### config.mk
export PLATFORM = sky130hd
export DESIGN_NAME = icmp_echo_responder
export DESIGN_NICKNAME = d
export VERILOG_FILES = /design/src/rtl/core/icmper_pkg.sv /design/src/rtl/core/icmp_echo_responder.sv
export SDC_FILE = /design/constraint.sdc
export NUM_CORES = 1
export LEC_CHECK = 0
export BUFFER_PORTS_ARGS = -buffer_cell sky130_fd_sc_hd__buf_4
export CAP_MARGIN = 15
export CORE_ASPECT_RATIO = 1.2
export CORE_MARGIN = 8
export CORE_UTILIZATION = 62
export DETAILED_ROUTE_END_ITERATION = 7
export HOLD_SLACK_MARGIN = 0.1
export PLACE_DENSITY_LB_ADDON = 0.25
export SYNTH_ARGS = -nofsm -noshare
export SYNTH_HDL_FRONTEND = slang
export SYNTH_SLANG_ARGS = --single-unit
### constraint.sdc
create_clock -name clk -period 14.6 [get_ports clk]
set_input_delay 0.73 -clock clk [delete_from_list [all_inputs] [get_ports clk]]
set_output_delay 0.73 -clock clk [all_outputs]
set_load 0.005 [all_outputs]
### src/rtl/core/icmper_pkg.sv
// constants and the one's-complement adder shared by the icmp echo responder files
package icmper_pkg;

	localparam logic [7:0]  ECHO_REQUEST_TYPE = 8'd8;
	localparam logic [15:0] SUM_ALL_ONES      = 16'hffff;
	localparam logic [15:0] REPLY_HEADER_WORD = 16'h0000;
	localparam logic [2:0]  POSITION_LIMIT    = 3'd4;
	localparam logic [2:0]  POSITION_CHECKSUM = 3'd1;
	localparam logic [2:0]  POSITION_LAST_HDR = 3'd3;

	function automatic logic [15:0] ones_add(input logic [15:0] a, input logic [15:0] b);
		logic [16:0] t;
		logic [16:0] u;
		t = {1'b0, a} + {1'b0, b};
		u = {1'b0, t[15:0]} + {16'h0000, t[16]};
		return u[15:0];
	endfunction

endpackage

### src/rtl/core/icmp_echo_responder.sv
// icmp echo responder top level: rewrites an echo request into its reply word by word
// One 16-bit message word is taken per item and one reply word comes out per item, at up to one
// item per clock while out_stall is low. An item passes an input register and then a result
// register before its reply word shows on the output. Word 0 of the reply is zero,
// word 1 is the incrementally updated checksum and later words pass unchanged; an odd final byte
// has its low byte cleared. keep is set on the final word only when the message was an echo
// request of at least 8 bytes whose one's-complement sum is all ones. destination_address is the
// request's source_address, and state returns to its reset values after each final word.
module icmp_echo_responder (
	input  logic        clk,
	input  logic        arst_n,
	input  logic        in_valid,
	output logic        in_stall,
	input  logic [15:0] data_word,
	input  logic        final_word,
	input  logic        odd_tail,
	input  logic [31:0] source_address,
	output logic        out_valid,
	input  logic        out_stall,
	output logic [15:0] reply_word,
	output logic        reply_final,
	output logic        reply_odd_tail,
	output logic        keep,
	output logic [31:0] destination_address
);
	import icmper_pkg::*;

	logic        valid_s1;
	logic [15:0] word_s1;
	logic        final_s1;
	logic        odd_s1;
	logic [31:0] addr_s1;

	logic        valid_s2;
	logic [15:0] word_s2;
	logic        final_s2;
	logic        odd_s2;
	logic        keep_s2;
	logic [31:0] addr_s2;

	logic [2:0]  position_q;
	logic [15:0] sum_q;
	logic        is_request_q;
	logic [7:0]  code_q;

	logic        adv_s1;
	logic        load_s1;
	logic        odd;
	logic [15:0] w;
	logic [15:0] sum;
	logic        is_request;
	logic [15:0] rw;
	logic        long_enough;
	logic        keep_now;

	assign adv_s1   = valid_s1 && (!valid_s2 || !out_stall);
	assign load_s1  = !valid_s1 || adv_s1;
	assign in_stall = !load_s1;

	always_comb begin
		odd         = final_s1 && odd_s1;
		w           = odd ? {word_s1[15:8], 8'h00} : word_s1;
		sum         = ones_add(sum_q, w);
		is_request  = (position_q == 3'd0) ? (w[15:8] == ECHO_REQUEST_TYPE) : is_request_q;
		case (position_q)
			3'd0:              rw = REPLY_HEADER_WORD;
			POSITION_CHECKSUM: rw = ones_add(w, {ECHO_REQUEST_TYPE, code_q});
			default:           rw = w;
		endcase
		if (odd) begin
			rw = {rw[15:8], 8'h00};
		end
		long_enough = (position_q >= POSITION_LIMIT) || (position_q == POSITION_LAST_HDR && !odd);
		keep_now    = final_s1 && long_enough && is_request && (sum == SUM_ALL_ONES);
	end

	always_ff @(posedge clk or negedge arst_n) begin
		if (!arst_n) begin
			valid_s1 <= 1'b0;
		end else if (load_s1) begin
			valid_s1 <= in_valid;
		end
	end

	always_ff @(posedge clk) begin
		if (load_s1 && in_valid) begin
			word_s1  <= data_word;
			final_s1 <= final_word;
			odd_s1   <= odd_tail;
			addr_s1  <= source_address;
		end
	end

	always_ff @(posedge clk or negedge arst_n) begin
		if (!arst_n) begin
			position_q   <= 3'd0;
			sum_q        <= 16'h0000;
			is_request_q <= 1'b0;
			code_q       <= 8'h00;
		end else if (adv_s1) begin
			if (final_s1) begin
				position_q   <= 3'd0;
				sum_q        <= 16'h0000;
				is_request_q <= 1'b0;
				code_q       <= 8'h00;
			end else begin
				sum_q        <= sum;
				is_request_q <= is_request;
				if (position_q == 3'd0) begin
					code_q <= w[7:0];
				end
				if (position_q < POSITION_LIMIT) begin
					position_q <= position_q + 3'd1;
				end
			end
		end
	end

	always_ff @(posedge clk or negedge arst_n) begin
		if (!arst_n) begin
			valid_s2 <= 1'b0;
		end else if (!valid_s2 || !out_stall) begin
			valid_s2 <= valid_s1;
		end
	end

	always_ff @(posedge clk) begin
		if (adv_s1) begin
			word_s2  <= rw;
			final_s2 <= final_s1;
			odd_s2   <= odd;
			keep_s2  <= keep_now;
			addr_s2  <= addr_s1;
		end
	end

	assign out_valid           = valid_s2;
	assign reply_word          = word_s2;
	assign reply_final         = final_s2;
	assign reply_odd_tail      = odd_s2;
	assign keep                = keep_s2;
	assign destination_address = addr_s2;

endmodule

==> impl_metrics.tcl <==
set metrics [dict create \
    status "finished, final reports clean" \
    hold_class "primary input to async pin" \
    grt_max_degree 61 \
    wire_per_inst_um 20.1 \
    htreeDepth 4 \
    power.leakage_nw 3.42 \
    vdd_drop_max_v 0.000113 \
    syn-instance-count 650 \
    p_seq_share_pct 35.3 \
    p_int_w 0.000967 \
    clkPwrFrac_pct 27.7 \
    cp_max_fo 23 \
    postCtsSetupRepairBufs 0 \
    vias 5619 \
    fillers 762 \
    synth_common_cells "edfxtp_1 (101), nand2_1 (57), nor2_1 (42), o21ai_0 (31), xnor2_1 (31)" \
    yosys.cell_count.top_type "edfxtp_1" \
    start_util_pct 62.9 \
    antenna_left 0 \
    cts.reportedPaths.clkPinSlew_ns 0.07 \
    worst_slew_margin_rel_pct 22.0 \
    cp.required_ns 14.83 \
    netlist-cell-type-count 81 \
    slew_violations 0 \
    synth_top_area_share_pct 42.3 \
    drt-initial-drc-count 450 \
    rsz0062_at_grt "no" \
    track_usage_pct 24.4 \
    cts_root_buf "clkbuf_16" \
    hold_viol 0 \
    rows 43 \
    fin_tns_setup_ns 0 \
    drt-total-wl_mm 18.3 \
    synth_nets 724 \
    syn_area_mm2 0.00717 \
    critPathArrivalTime_ns 5.71 \
    place_congestion 0.883 \
    critPathLaunchType "register" \
    first_pass_iters 5 \
    ios 107 \
    switching_share_pct 38.1 \
    seq_area_frac_synth_pct 52.7 \
    yosys.area.top_type "edfxtp_1" \
    async_flop_share_pct 22.9 \
    area_growth_syn_to_layout_pct 20.3 \
    antennaDiodeCount 0 \
    fmax_mhz 182 \
    die_x_um 114 \
    final_util_pct 75.7 \
    p_sw_w 0.000595 \
    synth_edf_count 101 \
    die_y_um 134 \
    ys_warn_count 0 \
    fin_crit_sh_pct 37.5 \
    setup_viol 0 \
    grt_pass1_vias 5807 \
    grt_pass1_wl_mm 29.1 \
    fin_crit_ns 5.48 \
    core_mm2 0.0114 \
    numCtsBuffers 17 \
    clk_latency_ns 0.41 \
    synthFlopType "edfxtp_1" \
    synth_area_leaders "edfxtp_1 (42%), dfrtp_1 (10%), xnor2_1 (3.8%), ha_1 (3.5%), nand2_1 (3.0%)" \
    drive_gt1_share_pct 22.2 \
    cts_sinks 131 \
    maxCapViolations 0 \
    io_buffer_count 106 \
    cts_resized 0 \
    clockBufferDepth 2 \
    ys_seq_elements 131 \
    grt_overflow 0 \
    ctsHoldBuffers 0 \
    fin_skew_ns 0.00782 \
    syn_avg_cell_area_um2 11.0 \
    cp-end-kind "register" \
    die_area_mm2 0.0153 \
    route.detailed.drc 0 \
    p_comb_share_pct 37.0 \
    cts_tree "done" \
    dp_hpwl_mm 12.7 \
    crit_type "register to register" \
    routed_via_density 6.17 \
    holdWs_ns 0.260 \
    final_nets 814 \
    power.density_mw_per_mm2 181 \
    antenna_found_initial 0 \
    max_slew.worst_pin.slew_ns 1.17 \
]
==> metal layers <==
metal,global-route usage [%],vias to the layer above,routed length [um]
met5,0,-,0
met4,13.0,0,586
met1,27.9,2687,6940
met3,6.79,47,1510
li1,-,2640,-
met2,40.8,245,9220
==> cells by family (layout without fill, tap and decap cells) <==
group / Yosys count / count (layout) / share of synthesized area, %
buffers and inverters: 63 / 166 / 3.63
AND/OR/NAND/NOR: 197 / 197 / 14.3
AO/OA/AOI/OAI: 183 / 183 / 18.5
XOR/XNOR: 56 / 56 / 7.32
flip-flops: 131 / 131 / 52.7
adder cells (fa/ha/maj): 20 / 20 / 3.49
==> worst max-delay path, stage by stage (launching register included) <==
cell	delay (ns)
edfxtp_1	0.52
nand2_2	0.40
and2_1	0.23
ha_1	0.19
ha_1	0.23
a221o_1	0.18
o311ai_2	0.16
o32ai_2	0.40
a311o_1	0.33
a21o_1	0.14
a21o_1	0.11
a21oi_1	0.07
o21bai_1	0.36
ha_1	0.31
nand2_1	0.08
a211oi_1	0.39
xor2_1	0.26
nand4_1	0.16
nor4b_1	0.44
nand4_1	0.17
nor4_2	0.16
==> sequential cells by signal, summed over array words and instances, names as in the netlist <==
name / flops
addr_s1: 32
destination_address: 32
reply_word: 16
sum_q: 16
word_s1: 16
code_q: 8
position_q: 3
final_s1: 1
is_request_q: 1
keep: 1
odd_s1: 1
out_valid: 1
reply_final: 1
reply_odd_tail: 1
valid_s1: 1
==> cell type report <==
type                            count  area (um^2)  area share (%)
Timing Repair Buffer              110          826            9.57
Inverter                           24         90.1            1.04
Sequential cell                   131         3780            43.8
Clock inverter                     15          179            2.07
Tap cell                          157          196            2.28
Multi-Input combinational cell    456         3130            36.3
Clock buffer                       17          425            4.93
==> power by group through the flow <==
| stage | sequential [W] | combinational, W | clock, W |
|---|---|---|---|
| global route | 0.000560 | 0.000631 | 0.000451 |
| detailed placement | 0.000555 | 0.000562 | 0 |
| finish | 0.000551 | 0.000578 | 0.000433 |
| CTS | 0.000548 | 0.000570 | 0.000438 |
| floorplan | 0.000510 | 0.000449 | 0 |
| global placement | 0.000552 | 0.000540 | 0 |
==> path summary, 6_finish.rpt <==
kind	from	end	slack, ns	cells past startpoint
setup reg to reg	odd_s1	keep	9.12	20
setup / recovery	odd_s1	keep	9.12	20
hold / removal	arst_n	code_q[0]	0.26	1
hold reg to reg	addr_s1[4]	destination_address[4]	0.42	0
min in group clk	addr_s1[4]	destination_address[4]	0.42	0
max in group asynchronous	arst_n	sum_q[10]	14.02	1
==> through the flow <==
step	setup slack, ns	total power, W	std cells	instance area (um^2)
CTS	9.18	0.00156	909	8620
global route	8.93	0.00164	910	8630
finish	9.12	0.00156	910	8630
floorplan	9.97	0.000959	650	7170
detailed placement	9.26	0.00112	877	8020
global placement	9.65	0.00109	877	8020
==> cell usage in the layout, fill, tap and decap left out, drive strengths merged, types with 14 or more instances in the layout <==
master and count:
a21oi 29, a22oi 14, edfxtp 101, xor2 23
dfrtp 30, inv 35, o21ai 35, nor2 42
nand2 58, xnor2 31, buf 110, clkbuf 17
nand3 18, ha 20
(Power assumes the default switching activity.)
